--- config.mk ---
export PLATFORM = sky130hd
export DESIGN_NAME = cse_ctrl
export DESIGN_NICKNAME = d
export VERILOG_FILES = /design/src/rtl/counting_sort_engine_defines.svh /design/src/rtl/cse_pkg.sv /design/src/rtl/cse_ctrl.sv
export SDC_FILE = /design/constraint.sdc
export NUM_CORES = 1
export LEC_CHECK = 0
export BUFFER_PORTS_ARGS = -buffer_cell sky130_fd_sc_hd__buf_2
export CORE_MARGIN = 2
export CORE_UTILIZATION = 43
export DETAILED_ROUTE_END_ITERATION = 8
export PLACE_DENSITY_LB_ADDON = 0.08
export SYNTH_ARGS = -nofsm -noshare
export SYNTH_HDL_FRONTEND = slang
export SYNTH_SLANG_ARGS = --single-unit
export TNS_END_PERCENT = 100
--- constraint.sdc ---
create_clock -name clk_i -period 1.7 [get_ports clk_i]
set_input_delay 0.085 -clock clk_i [delete_from_list [all_inputs] [get_ports clk_i]]
set_output_delay 0.085 -clock clk_i [all_outputs]
set_load 0.02 [all_outputs]
--- src/rtl/counting_sort_engine_defines.svh ---
// Assertion macros shared by the counting sort engine.
`ifndef COUNTING_SORT_ENGINE_DEFINES_SVH
`define COUNTING_SORT_ENGINE_DEFINES_SVH

// The consequent must hold in the same cycle as the antecedent.
`define CSE_ASSERT_SAME(lbl, ante, cons, msg) \
  lbl: assert property (@(posedge clk_i) disable iff (!rst_ni) (ante) |-> (cons)) \
    else $error(msg);

// The consequent must hold in the cycle after the antecedent.
`define CSE_ASSERT_NEXT(lbl, ante, cons, msg) \
  lbl: assert property (@(posedge clk_i) disable iff (!rst_ni) (ante) |=> (cons)) \
    else $error(msg);

`endif

--- src/rtl/cse_pkg.sv ---
package cse_pkg;

  localparam int VAL_W   = 14;
  localparam int COUNT_W = 16;

  localparam logic OP_INSERT = 1'b0;
  localparam logic OP_TAKE   = 1'b1;

  typedef enum logic [1:0] {
    ST_OK      = 2'd0,
    ST_EMPTY   = 2'd1,
    ST_DROPPED = 2'd2
  } status_e;

  // Commands from the controller to the datapath.
  typedef struct packed {
    logic clr_wr;
    logic capture;
    logic ins_rd;
    logic ins_wr;
    logic scan_init;
    logic scan_rd;
    logic scan_next;
    logic take_wr;
    logic res_err;
  } cmd_t;

  // Status from the datapath to the controller.
  typedef struct packed {
    logic clr_last;
    logic out_free;
    logic is_take;
    logic drop;
    logic empty;
    logic rd_zero;
    logic scan_last;
  } stat_t;

endpackage

--- src/rtl/cse_ctrl.sv ---
module cse_ctrl (
  input  logic           clk_i,
  input  logic           rst_ni,
  input  logic           in_valid_i,
  output logic           in_ready_o,
  input  cse_pkg::stat_t stat_i,
  output cse_pkg::cmd_t  cmd_o
);

  typedef enum logic [8:0] {
    S_CLEAR    = 9'b000000001,
    S_IDLE     = 9'b000000010,
    S_DECODE   = 9'b000000100,
    S_INS_RD   = 9'b000001000,
    S_INS_WR   = 9'b000010000,
    S_SCAN_RD  = 9'b000100000,
    S_SCAN_CHK = 9'b001000000,
    S_TAKE_WR  = 9'b010000000,
    S_RESP_ERR = 9'b100000000
  } state_e;

  state_e state_q, state_d;

  always_comb begin
    state_d    = state_q;
    cmd_o      = '0;
    in_ready_o = 1'b0;
    case (state_q)
      S_CLEAR: begin
        cmd_o.clr_wr = 1'b1;
        if (stat_i.clr_last) begin
          state_d = S_IDLE;
        end
      end
      S_IDLE: begin
        in_ready_o = 1'b1;
        if (in_valid_i) begin
          cmd_o.capture = 1'b1;
          state_d       = S_DECODE;
        end
      end
      S_DECODE: begin
        if (stat_i.is_take) begin
          if (stat_i.empty) begin
            state_d = S_RESP_ERR;
          end else begin
            cmd_o.scan_init = 1'b1;
            state_d         = S_SCAN_RD;
          end
        end else if (stat_i.drop) begin
          state_d = S_RESP_ERR;
        end else begin
          state_d = S_INS_RD;
        end
      end
      S_INS_RD: begin
        cmd_o.ins_rd = 1'b1;
        state_d      = S_INS_WR;
      end
      S_INS_WR: begin
        if (stat_i.out_free) begin
          cmd_o.ins_wr = 1'b1;
          state_d      = S_IDLE;
        end
      end
      S_SCAN_RD: begin
        cmd_o.scan_rd = 1'b1;
        state_d       = S_SCAN_CHK;
      end
      S_SCAN_CHK: begin
        if (!stat_i.rd_zero) begin
          state_d = S_TAKE_WR;
        end else if (stat_i.scan_last) begin
          // Nothing left above the pointer: report the take as empty.
          state_d = S_RESP_ERR;
        end else begin
          cmd_o.scan_next = 1'b1;
          state_d         = S_SCAN_RD;
        end
      end
      S_TAKE_WR: begin
        if (stat_i.out_free) begin
          cmd_o.take_wr = 1'b1;
          state_d       = S_IDLE;
        end
      end
      S_RESP_ERR: begin
        if (stat_i.out_free) begin
          cmd_o.res_err = 1'b1;
          state_d       = S_IDLE;
        end
      end
      default: begin
        state_d = S_CLEAR;
      end
    endcase
  end

  always_ff @(posedge clk_i or negedge rst_ni) begin
    if (!rst_ni) begin
      state_q <= S_CLEAR;
    end else begin
      state_q <= state_d;
    end
  end

endmodule

==> out/metrics.csv <==
metric;value;unit
final core utilization;0.884;
xor and xnor area share after synthesis;0;
routed vias/inst;5.60;
FMAX;520;MHz
CTS clk-pin slew, worst paths;60;ps
vias;734;
drt pass-1 iters;4;
Root Buffer;clkbuf_4;
Worst Max-Slew Pin Slew;460;ps
Initial Util;0.462;
failing checks;setup timing;
RSZ-0062 raised after global routing;true;
Die Y;41.6;um
remaining antenna violation count;0;
Mapped Area;608;um^2
most frequent cells in the layout;buf_4 (24), buf_6 (13), buf_2 (9);
simple-gate portion of the synthesized area;0.440;
Port-buffer cells;19;
Clk Latency, worst-skew pair;250;ps
GR Overflow Total;0;
setup violators final;12;
DR iter-0 viols;22;
slew margin rel.;0.690;
die area;1730;um^2
largest family of logic cells by synthesized area;simple AND/OR/NAND/NOR gates;
DR WL/cell;16.1;um
met3 usage;0.0478;
mux cell area share after synthesis;0.0165;
TNS Setup;-1780;ps
Max Slew Vio Count;0;
post-synth top area share;0.329;
PD cells;1160;nW/um^2
maximum single-stage delay on the critical path;550;ps
hold slack final;25.9;ps
max reg flops;9;
post-route cell area;1160;um^2
RePlAce Congestion;0.835;
crit path max fanout;4;
post-detail-place hpwl;1290;um
top flop regs;state_q (9);
CP arrival;1840;ps
Worst Clk Skew;1.09;ps
H-Tree Depth;1;
commonest non-fill, non-tap cell in the layout;buf_4;
outcome;complete, but fails checks;
drt drc;0;
CP max-delay cell;or4_4;
clock period minus final worst setup slack;1920;ps
Yosys cell types;31;
Syn. warnings;0;
Post-Route WL;2110;um
Layout Nets;127;
CP Launch Type;register;
post-synthesis compound-gate area fraction;0.121;
Req. time, crit path;1620;ps
clock sink total;9;
first-pass GRT wire length;3350;um
Synth area leader;dfrtp_1;
fraction of the mapped netlist area in adder cells;0;
synthesized area per cell;9.50;um^2
post-route setup slack;-222;ps
period utilization;1.13;
P_leak;0.555;nW
global routing's busiest layer;met2;
Mapped Cells;64;
Area growth syn-to-layout;91.6;%
Biggest register;state_q;
Setup crit end kind;output pin;
initial antenna violation count;0;
CTS tree;yes;
core area;1320;um^2
global-route usage over all layers;0.256;
IO Pins;20;
Hold WC Path Type;input pin to register;
CP Class;register to output pin;
# rows;13;
Die Wd;41.6;um
cts bufs inserted;3;
vias in the first global route;789;
largest cells by area after synthesis;dfrtp_1 (33%), nor4_4 (7.0%), and2_1 (5.1%), inv_1 (4.9%), dfstp_2 (4.3%);
Placement Cell Area;850;um^2
Max-cap violations;0;
GR Layer Usage met2;0.431;
post-synthesis sequential area ratio;0.372;
ANT cells;0;
Max rail drop VDD;892;uV
layout cells sized above 1;0.655;
final hold vios;0;
CP cell instances;or4_4 -> buf_4 -> nor4_4 -> and2_1 -> buf_6;
pin count of the biggest net entering global routing;10;
Global Route met1 Usage;0.283;
post-synth net total;74;
post-synthesis register bit count;9;
clock buffer depth;2;
critical path: cells and delay by family (launching register included):
family | cells | cell delay [ps]
and+or+nand+nor | 3 | 910
DFF | 1 | 390
buffers and inverters | 2 | 280
logic make-up after synthesis:
| group | count (synthesis) |
|---|---|
| buffers and inverters | 8 |
| muxes | 1 |
| DFF | 9 |
| AOI/OAI and AO/OA | 9 |
| and+or+nand+nor | 37 |
layout make-up:
type | instances | area (um^2)
Clock buffer | 4 | 26.3
Inverter | 8 | 30.0
Tap cell | 15 | 18.8
Timing Repair Buffer | 48 | 392
Sequential cell | 9 | 226
Fill cell | 62 | 153
Multi-Input combinational cell | 47 | 472
cells in the mapped netlist:
cell type,n
and2_1,5
o21ai_1,1
a22o_1,1
nand4_1,1
o21ai_0,1
nand3_1,3
dfrtp_1,8
or3_1,2
nor3_1,4
or2_1,2
nor4_1,1
o32ai_1,1
dfstp_2,1
o2bb2ai_1,1
nand2b_1,1
mux2i_1,1
nor2_1,3
o221ai_1,1
o22ai_1,1
nor3b_1,1
or4_4,2
nor4b_1,2
nand2_1,4
and4b_1,1
nor4_2,1
o31ai_1,1
nor4_4,2
nand4b_1,1
o21a_4,1
inv_1,8
nor3_2,1
worst paths after layout:
path / to / startpoint / slack (ps) / depth (start not counted)
worst min-delay path: state_q[3] / stat_i[4] / 30 / 2
max in group asynchronous: state_q[0] / rst_ni / 1240 / 2
worst max-delay path: cmd_o[1] / state_q[0] / -220 / 5
worst min register to register: state_q[6] / state_q[8] / 670 / 2
min in group asynchronous: state_q[5] / rst_ni / 220 / 2
worst max register to register: state_q[1] / state_q[0] / -210 / 6
metrics by stage:
stage	worst slack [ps]	power (mW)	cells
2_1_floorplan	-40.6	0.665	64
3_3_place_gp	-45.0	0.853	111
3_5_place_dp	-84.2	0.860	111
4_1_cts	-249	1.23	128
5_1_grt	-294	1.42	131
6_report	-222	1.36	131
report_power, final:
group / total [mW] / internal (mW) / switching (mW)
combinational: 0.900 / 0.455 / 0.445
clock: 0.163 / 0.0903 / 0.0727
sequential: 0.293 / 0.258 / 0.0351
total: 1.36 / 0.804 / 0.552
routing by layer:
metal / routed length [um] / share of wire / vias up
li1: - / - / 339
met4: 77 / 0.037 / 0
met2: 1090 / 0.52 / 41
met3: 134 / 0.064 / 10
met1: 804 / 0.38 / 344
met5: 0 / 0 / -
what timing repair did:
action / in CTS / in global routing
gates resized for setup: 27 / 16
gates cloned: 0 / 0
setup endpoints to repair: 12 / 16
pin swaps: 12 / 6
buffers inserted: 11 / 3
hold endpoints to repair: 10 / 0
hold buffers: 2 / 0
No activity file was read; power rests on OpenSTA's default activity.
